### src/design/round_robin_thread_scheduler_top_macros.svh
// assertion macros for the round-robin thread scheduler
// expects clk and rst_n in the scope of the module that includes it
`ifndef ROUND_ROBIN_THREAD_SCHEDULER_TOP_MACROS_SVH
`define ROUND_ROBIN_THREAD_SCHEDULER_TOP_MACROS_SVH

// condition holds at every edge out of reset
`define RRTS_ASSERT_ALWAYS(name, cond, msg) \
    name: assert property (@(posedge clk) disable iff (!rst_n) (cond)) else $error(msg);

// consequence holds in the same cycle as the antecedent
`define RRTS_ASSERT_IMPLIES(name, ante, cons, msg) \
    name: assert property (@(posedge clk) disable iff (!rst_n) (ante) |-> (cons)) else $error(msg);

// consequence holds in the cycle after the antecedent
`define RRTS_ASSERT_NEXT(name, ante, cons, msg) \
    name: assert property (@(posedge clk) disable iff (!rst_n) (ante) |=> (cons)) else $error(msg);

`endif

### src/design/rrts_pkg.sv
// shared types and constants for the round-robin thread scheduler
// no dependencies
package rrts_pkg;

    localparam int MAX_THREADS = 16;
    localparam int THREAD_W    = $clog2(MAX_THREADS);
    localparam int COUNT_W     = $clog2(MAX_THREADS + 1);

    typedef logic [THREAD_W-1:0] thread_t;
    typedef logic [COUNT_W-1:0]  count_t;
    typedef logic [1:0]          kind_t;

    localparam kind_t KIND_READY = 2'd0;
    localparam kind_t KIND_BLOCK = 2'd1;
    localparam kind_t KIND_SCHED = 2'd2;

    typedef enum logic [1:0] {
        ST_ABSENT   = 2'd0,
        ST_RUNNABLE = 2'd1,
        ST_BLOCKED  = 2'd2
    } status_t;

    typedef enum logic [2:0] {
        S_IDLE,
        S_UNLINK,
        S_ROTATE,
        S_PUSH,
        S_OUT
    } state_t;

    // write requests to the next-link and previous-link memories
    typedef struct packed {
        logic    nxt_we;
        thread_t nxt_addr;
        thread_t nxt_data;
        logic    prv_we;
        thread_t prv_addr;
        thread_t prv_data;
    } link_wr_t;

endpackage

### src/design/round_robin_thread_scheduler_top.sv
// round-robin thread scheduler: runnable list kept as a doubly linked list
// depends on rrts_pkg, rrts_link_store and round_robin_thread_scheduler_top_macros.svh
//
// channel   handshake              payload
// request   req_valid / req_stall  kind, thread_id
// response  rsp_valid / rsp_stall  current_thread, current_valid, ready_count
//
// one request at a time; block of a non-runnable thread, plain schedule or no-op go
// straight to the output step; block with unlink, rotating schedule or ready of a
// non-runnable thread take one list step first; ready of a runnable thread that is not the head
// unlinks then pushes; the steps are split by the registered read data of the link memories
// reset clears list, status and current thread at once; link memories need no clearing
// a stalled response holds the block in its last step; the next request waits for it
`include "round_robin_thread_scheduler_top_macros.svh"

module round_robin_thread_scheduler_top (
    input  logic              clk,
    input  logic              rst_n,
    input  logic              req_valid,
    output logic              req_stall,
    input  rrts_pkg::kind_t   kind,
    input  rrts_pkg::thread_t thread_id,
    output logic              rsp_valid,
    input  logic              rsp_stall,
    output rrts_pkg::thread_t current_thread,
    output logic              current_valid,
    output rrts_pkg::count_t  ready_count
);
    import rrts_pkg::*;

    state_t   state_reg, state_next;
    thread_t  head_reg, head_next;
    thread_t  tail_reg, tail_next;
    count_t   count_reg, count_next;
    thread_t  running_thread_reg, running_thread_next;
    logic     running_valid_reg, running_valid_next;
    kind_t    op_kind_reg, op_kind_next;
    thread_t  op_thread_reg, op_thread_next;
    status_t  status_reg [MAX_THREADS];
    status_t  status_next [MAX_THREADS];
    logic     rsp_valid_reg, rsp_valid_next;
    thread_t  rsp_thread_reg, rsp_thread_next;
    logic     rsp_cur_valid_reg, rsp_cur_valid_next;
    count_t   rsp_count_reg, rsp_count_next;

    thread_t  rd_addr;
    link_wr_t link_wr;
    thread_t  nxt_q;
    thread_t  prv_q;

    logic     req_accept;
    logic     hit_head;
    logic     is_runnable;
    logic     rotate_cond;
    logic     rsp_free;
    logic [MAX_THREADS-1:0] runnable_vec;

    rrts_link_store u_links (
        .clk     (clk),
        .rd_addr (rd_addr),
        .wr      (link_wr),
        .nxt_q   (nxt_q),
        .prv_q   (prv_q)
    );

    assign req_stall   = (state_reg != S_IDLE);
    assign req_accept  = req_valid && !req_stall;
    assign hit_head    = (count_reg != '0) && (head_reg == thread_id);
    assign is_runnable = (status_reg[thread_id] == ST_RUNNABLE);
    assign rotate_cond = running_valid_reg && (running_thread_reg == head_reg)
                         && (count_reg > count_t'(1));
    assign rsp_free    = !rsp_valid_reg || !rsp_stall;
    assign rd_addr     = (kind == KIND_SCHED) ? head_reg : thread_id;

    always_comb
    begin
        for (int i = 0; i < MAX_THREADS; i++)
        begin
            runnable_vec[i] = (status_reg[i] == ST_RUNNABLE);
        end
    end

    // next state
    always_comb
    begin
        state_next = state_reg;
        case (state_reg)
            S_IDLE:
            begin
                if (req_accept)
                begin
                    case (kind)
                        KIND_READY:
                        begin
                            if (hit_head)
                            begin
                                state_next = S_OUT;
                            end
                            else if (is_runnable)
                            begin
                                state_next = S_UNLINK;
                            end
                            else
                            begin
                                state_next = S_PUSH;
                            end
                        end
                        KIND_BLOCK:
                        begin
                            state_next = is_runnable ? S_UNLINK : S_OUT;
                        end
                        KIND_SCHED:
                        begin
                            state_next = rotate_cond ? S_ROTATE : S_OUT;
                        end
                        default:
                        begin
                            state_next = S_OUT;
                        end
                    endcase
                end
            end
            S_UNLINK:
            begin
                state_next = (op_kind_reg == KIND_READY) ? S_PUSH : S_OUT;
            end
            S_ROTATE:
            begin
                state_next = S_OUT;
            end
            S_PUSH:
            begin
                state_next = S_OUT;
            end
            S_OUT:
            begin
                if (rsp_free)
                begin
                    state_next = S_IDLE;
                end
            end
            default:
            begin
                state_next = S_IDLE;
            end
        endcase
    end

    // list updates and response
    always_comb
    begin
        head_next           = head_reg;
        tail_next           = tail_reg;
        count_next          = count_reg;
        running_thread_next = running_thread_reg;
        running_valid_next  = running_valid_reg;
        op_kind_next        = op_kind_reg;
        op_thread_next      = op_thread_reg;
        status_next         = status_reg;
        rsp_valid_next      = rsp_valid_reg && rsp_stall;
        rsp_thread_next     = rsp_thread_reg;
        rsp_cur_valid_next  = rsp_cur_valid_reg;
        rsp_count_next      = rsp_count_reg;
        link_wr             = '0;
        case (state_reg)
            S_IDLE:
            begin
                if (req_accept)
                begin
                    op_kind_next   = kind;
                    op_thread_next = thread_id;
                    case (kind)
                        KIND_READY:
                        begin
                            if (!hit_head)
                            begin
                                status_next[thread_id] = ST_RUNNABLE;
                            end
                        end
                        KIND_BLOCK:
                        begin
                            status_next[thread_id] = ST_BLOCKED;
                        end
                        KIND_SCHED:
                        begin
                            if (count_reg == '0)
                            begin
                                running_valid_next  = 1'b0;
                                running_thread_next = '0;
                            end
                            else if (!rotate_cond)
                            begin
                                running_valid_next  = 1'b1;
                                running_thread_next = head_reg;
                            end
                        end
                        default:
                        begin
                        end
                    endcase
                end
            end
            S_UNLINK:
            begin
                if (op_thread_reg == head_reg)
                begin
                    head_next = nxt_q;
                end
                else
                begin
                    link_wr.nxt_we   = 1'b1;
                    link_wr.nxt_addr = prv_q;
                    link_wr.nxt_data = nxt_q;
                end
                if (op_thread_reg == tail_reg)
                begin
                    tail_next = prv_q;
                end
                else
                begin
                    link_wr.prv_we   = 1'b1;
                    link_wr.prv_addr = nxt_q;
                    link_wr.prv_data = prv_q;
                end
                count_next = count_reg - count_t'(1);
            end
            S_ROTATE:
            begin
                link_wr.nxt_we      = 1'b1;
                link_wr.nxt_addr    = tail_reg;
                link_wr.nxt_data    = head_reg;
                link_wr.prv_we      = 1'b1;
                link_wr.prv_addr    = head_reg;
                link_wr.prv_data    = tail_reg;
                head_next           = nxt_q;
                tail_next           = head_reg;
                running_thread_next = nxt_q;
                running_valid_next  = 1'b1;
            end
            S_PUSH:
            begin
                if (count_reg == '0)
                begin
                    tail_next = op_thread_reg;
                end
                else
                begin
                    link_wr.nxt_we   = 1'b1;
                    link_wr.nxt_addr = op_thread_reg;
                    link_wr.nxt_data = head_reg;
                    link_wr.prv_we   = 1'b1;
                    link_wr.prv_addr = head_reg;
                    link_wr.prv_data = op_thread_reg;
                end
                head_next  = op_thread_reg;
                count_next = count_reg + count_t'(1);
            end
            S_OUT:
            begin
                if (rsp_free)
                begin
                    rsp_valid_next     = 1'b1;
                    rsp_thread_next    = running_valid_reg ? running_thread_reg : '0;
                    rsp_cur_valid_next = running_valid_reg;
                    rsp_count_next     = count_reg;
                end
            end
            default:
            begin
            end
        endcase
    end

    always_ff @(posedge clk or negedge rst_n)
    begin
        if (!rst_n)
        begin
            state_reg          <= S_IDLE;
            head_reg           <= '0;
            tail_reg           <= '0;
            count_reg          <= '0;
            running_thread_reg <= '0;
            running_valid_reg  <= 1'b0;
            rsp_valid_reg      <= 1'b0;
            for (int i = 0; i < MAX_THREADS; i++)
            begin
                status_reg[i] <= ST_ABSENT;
            end
        end
        else
        begin
            state_reg          <= state_next;
            head_reg           <= head_next;
            tail_reg           <= tail_next;
            count_reg          <= count_next;
            running_thread_reg <= running_thread_next;
            running_valid_reg  <= running_valid_next;
            rsp_valid_reg      <= rsp_valid_next;
            status_reg         <= status_next;
        end
    end

    always_ff @(posedge clk)
    begin
        op_kind_reg       <= op_kind_next;
        op_thread_reg     <= op_thread_next;
        rsp_thread_reg    <= rsp_thread_next;
        rsp_cur_valid_reg <= rsp_cur_valid_next;
        rsp_count_reg     <= rsp_count_next;
    end

    assign rsp_valid      = rsp_valid_reg;
    assign current_thread = rsp_thread_reg;
    assign current_valid  = rsp_cur_valid_reg;
    assign ready_count    = rsp_count_reg;

    `RRTS_ASSERT_IMPLIES(a_count_matches_status, state_reg == S_IDLE,
        $countones(runnable_vec) == int'(count_reg), "ready count disagrees with status")
    `RRTS_ASSERT_IMPLIES(a_idle_running_zero, !running_valid_reg,
        running_thread_reg == '0, "no current thread but thread number not zero")
    `RRTS_ASSERT_IMPLIES(a_rotate_needs_two, state_reg == S_ROTATE,
        count_reg > count_t'(1), "rotation with fewer than two runnable threads")
    `RRTS_ASSERT_NEXT(a_accept_leaves_idle, req_accept,
        state_reg != S_IDLE, "request accepted but block stayed idle")
    `RRTS_ASSERT_NEXT(a_out_loads_rsp, state_reg == S_OUT && rsp_free,
        rsp_valid_reg && state_reg == S_IDLE, "response not loaded on finish")

endmodule

### src/design/rrts_link_store.sv
// next and previous link memories of the runnable list, indexed by thread
// one shared read address, registered read data; depends on rrts_pkg
module rrts_link_store (
    input  logic              clk,
    input  rrts_pkg::thread_t rd_addr,
    input  rrts_pkg::link_wr_t wr,
    output rrts_pkg::thread_t nxt_q,
    output rrts_pkg::thread_t prv_q
);
    import rrts_pkg::*;

    thread_t nxt_mem [MAX_THREADS];
    thread_t prv_mem [MAX_THREADS];
    thread_t nxt_q_reg;
    thread_t prv_q_reg;

    always_ff @(posedge clk)
    begin
        if (wr.nxt_we)
        begin
            nxt_mem[wr.nxt_addr] <= wr.nxt_data;
        end
        if (wr.prv_we)
        begin
            prv_mem[wr.prv_addr] <= wr.prv_data;
        end
        nxt_q_reg <= nxt_mem[rd_addr];
        prv_q_reg <= prv_mem[rd_addr];
    end

    assign nxt_q = nxt_q_reg;
    assign prv_q = prv_q_reg;

endmodule
### config.mk
export PLATFORM = sky130hd
export DESIGN_NAME = round_robin_thread_scheduler_top
export DESIGN_NICKNAME = d
export VERILOG_FILES = /design/src/design/rrts_pkg.sv /design/src/design/round_robin_thread_scheduler_top.sv /design/src/design/rrts_link_store.sv
export VERILOG_INCLUDE_DIRS = /design/src /design/src/design
export SDC_FILE = /design/constraint.sdc
export NUM_CORES = 1
export LEC_CHECK = 0
export CELL_PAD_IN_SITES_DETAIL_PLACEMENT = 2
export CELL_PAD_IN_SITES_GLOBAL_PLACEMENT = 2
export CORE_ASPECT_RATIO = 1.4
export CORE_MARGIN = 4
export CORE_UTILIZATION = 25
export DETAILED_ROUTE_END_ITERATION = 10
export DONT_BUFFER_PORTS = 1
export PLACE_DENSITY_LB_ADDON = 0.05
export SETUP_SLACK_MARGIN = 0.3
export SLEW_MARGIN = 10
export SYNTH_ARGS = -nofsm -noshare
export SYNTH_HDL_FRONTEND = slang
export SYNTH_SLANG_ARGS = --single-unit
### constraint.sdc
create_clock -name clk -period 2.7 [get_ports clk]
set_clock_uncertainty 0.05 [all_clocks]
set_input_delay 0.27 -clock clk [delete_from_list [all_inputs] [get_ports clk]]
set_output_delay 0.27 -clock clk [all_outputs]
set_load 0.005 [all_outputs]
==> metrics.md <==
| Metric | Value |
|---|---|
| Worst-margin pin slew | `751 ps` |
| Final setup vio count | `0` |
| Mapped Cells | `690` |
| Final #Nets | `777` |
| Setup TNS | `0 ps` |
| Startpoint types | `flop` |
| Largest net degree at the start of global routing | `55` |
| CTS H-tree depth | `1` |
| Status | `completed` |
| DR vias | `5973` |
| Row count | `83` |
| Pre-antenna DRT Iters | `4` |
| Avg WL per Cell | `23.5 um` |
| Die area | `40900 um2` |
| Mapped cell area | `9410 um2` |
| Hold crit path type | `primary input to flop` |
| Drt via density | `4.79` |
| Endpoints failing hold | `0` |
| First DRT Iteration DRCs | `180` |
| Total number of yosys warnings | `0` |
| Clk root buf | `clkbuf_16` |
| Unrepaired setup endpoints after global routing | `true` |
| First-pass GRT wire length | `44.8 mm` |
| Num CTS Buffers | `23` |
| Filler instances | `3879` |
| CTS sink cnt | `206` |
| Pwr Total | `10.7 mW` |
| Mapped Nets | `704` |
| Req. time, crit path | `3050 ps` |
| Clk slew on worst S/H paths | `60 ps` |
| F_max | `420 MHz` |
| Min Tclk post-route | `2380 ps` |
| Final ANT Viol Nets | `0` |
| Worst Reg-to-Reg Cells | `7` |
| Worst-Skew Late Latency | `530 ps` |
| CTS Buffer Depth | `3` |
| Chip Width | `172 um` |
| Synth unique cells | `62` |
| Critical path arrival | `2730 ps` |
| Die Ht | `238 um` |
| # IOs | `22` |
| Max-cap violations | `0` |
| Buffers on Ports | `0` |
| CTS tree | `done` |
| Final RePlAce weighted congestion | `0.748` |
| Final Cell Area | `11800 um2` |
| Critical path type | `flop to flop` |
| Pleak | `4.34 nW` |
| Post-DP HPWL | `20.5 mm` |
| Async set-reset flop share out of synthesis | `0.262` |
| Peak VDD IR | `0.391 mV` |
| Setup crit end kind | `flop` |
| Global route overflow | `0` |
| DRC violations left | `0` |
| PwrDens | `902 nW/um2` |
| Initial core utilization | `0.255` |
| Final WL | `29.3 mm` |
| Vias in the first global route | `6938` |
| Placed Cells | `1173` |
| Reg2reg setup slack | `320 ps` |
| Syn_area_per_cell | `13.6 um2` |
| Global Route Usage Sum | `0.145` |
| Proportion of layout cells with a drive suffix above 1 | `0.341` |
| Synth Register Bits | `206` |
| Antenna cells | `0` |
| Period Utilization, post-route | `0.883` |
| Worst Hold Slack | `106 ps` |
| Largest area contributor in the synthesized netlist | `edfxtp_1` |
| Top cell type's share of synthesized area | `0.459` |
| Final slew viol count | `0` |
| Placed cell areas | `10300 um2` |
| Initial antenna violation count | `0` |
| Core ar. | `37000 um2` |
| Top_reg_cell synth | `edfxtp_1` |
| Layout area overhead | `25.7%` |
| Worst-path fanout max | `5` |
| Cell Count, Final, Fillers Out | `1246` |
| Sequential-to-total area share from yosys stat | `0.620` |
| Number of synthesized flops with an enable pin | `144` |
| Slew HR | `0.500` |
| Top cells by area, synth | `edfxtp_1 (46%), dfrtp_1 (14%), mux4_2 (5.7%)` |
| Min-Delay Path Depth | `3` |
## worst max-delay path, cell delays in order, from the launching register on
cell and delay (ps):
edfxtp_1 410, buf_4 160, xor2_1 170, o41a_1 480
buf_4 190, a311oi_4 290, buf_4 190, mux2_2 330
## through the flow
| step | setup WS [ps] | utilization |
|---|---|---|
| 6_report | 317 | 0.320 |
| 5_1_grt | 240 | 0.320 |
| 4_1_cts | 282 | 0.313 |
| 3_5_place_dp | -13.2 | 0.279 |
| 3_3_place_gp | 2.82 | 0.279 |
| 2_1_floorplan | 336 | - |
## cells in the mapped netlist, types with 3 or more instances
cell type and instances:
a22oi_1 10, a221o_1 4, a2bb2oi_1 5, nor2_1 46, edfxtp_1 144, nor3_2 9
buf_4 5, o22a_1 5, a32o_1 16, xnor2_1 13, nand2_1 93, or2_2 7
buf_1 7, dfrtp_1 54, a21boi_0 4, o21a_1 3, mux4_2 24, clkbuf_1 15
o21ai_0 19, nor3_1 5, nor2b_1 4, mux2_2 42, nand3_1 9, inv_1 4
nor4_1 6, ha_1 4, o31ai_1 8, a21oi_1 14, nand2b_1 8, buf_2 15
mux2i_1 23, dfxtp_1 8, xor2_1 8, and2_1 9, and4_1 6
## final cells by class
type,count,area [um2],share of cell area
sequential,206,5840,0.493
multi-input combinational,438,3800,0.321
timing repair buffer,89,857,0.0724
clock buffer,27,591,0.0499
tap,467,584,0.0494
clock inverter,14,139,0.0117
inverter,5,22.5,0.00190
## cell usage in the layout, fill, tap and decap left out, drive strengths merged, types with 9 or more instances in the layout
cell type	synthesis	final
edfxtp	144	144
nand2	93	93
buf	27	81
dfrtp	54	54
nor2	47	47
mux2	42	42
clkbuf	15	27
mux4	24	24
mux2i	23	23
o21ai	20	21
a32o	16	16
a21oi	15	15
nor3	14	14
xnor2	13	13
clkinv	1	11
a22oi	10	10
nand3	10	10
and2	9	9
## final timing paths
kind | end | from
worst max-delay path | tail_reg[3] | op_thread_reg[2]
max in group asynchronous | head_reg[0] | rst_n
worst max register to register | tail_reg[3] | op_thread_reg[2]
min in group asynchronous | tail_reg[1] | rst_n
worst min register to register | flop | flop
worst min-delay path | flop | thread_id[1]
## cells by family (layout without fill, tap and decap cells)
| group | Yosys count | in the layout | synth area share |
|---|---|---|---|
| simple gates | 218 | 218 | 0.115 |
| fa+ha+maj | 4 | 4 | 0.00532 |
| buf+inv | 47 | 135 | 0.0227 |
| mux | 89 | 89 | 0.132 |
| compound gates | 105 | 106 | 0.0849 |
| flops | 206 | 206 | 0.620 |
| xor+xnor | 21 | 21 | 0.0195 |
## routing by layer
metal / GRT usage / part of all wire / routed length (um) / up-vias
li1: - / - / - / 2756
met1: 0.165 / 0.38 / 11300 / 3122
met2: 0.277 / 0.57 / 16600 / 56
met3: 0.0221 / 0.027 / 784 / 39
met4: 0.0396 / 0.023 / 682 / 0
met5: 0 / 0 / 0 / -
## where the power goes
| part | switching [mW] | internal (mW) | total, mW |
|---|---|---|---|
| combinational | 1.64 | 1.39 | 3.04 |
| sequential | 0.541 | 4.00 | 4.54 |
| clock | 1.26 | 1.84 | 3.10 |
| total | 3.44 | 7.24 | 10.7 |
## repair_timing
action	in CTS	in global routing
endpoints found under the setup margin	118	126
cloned	1	1
pin swaps	13	13
resized for setup	50	51
endpoints found under the hold margin	76	7
buffers inserted	17	4
hold buffers	8	1
(Power assumes the default switching activity.)
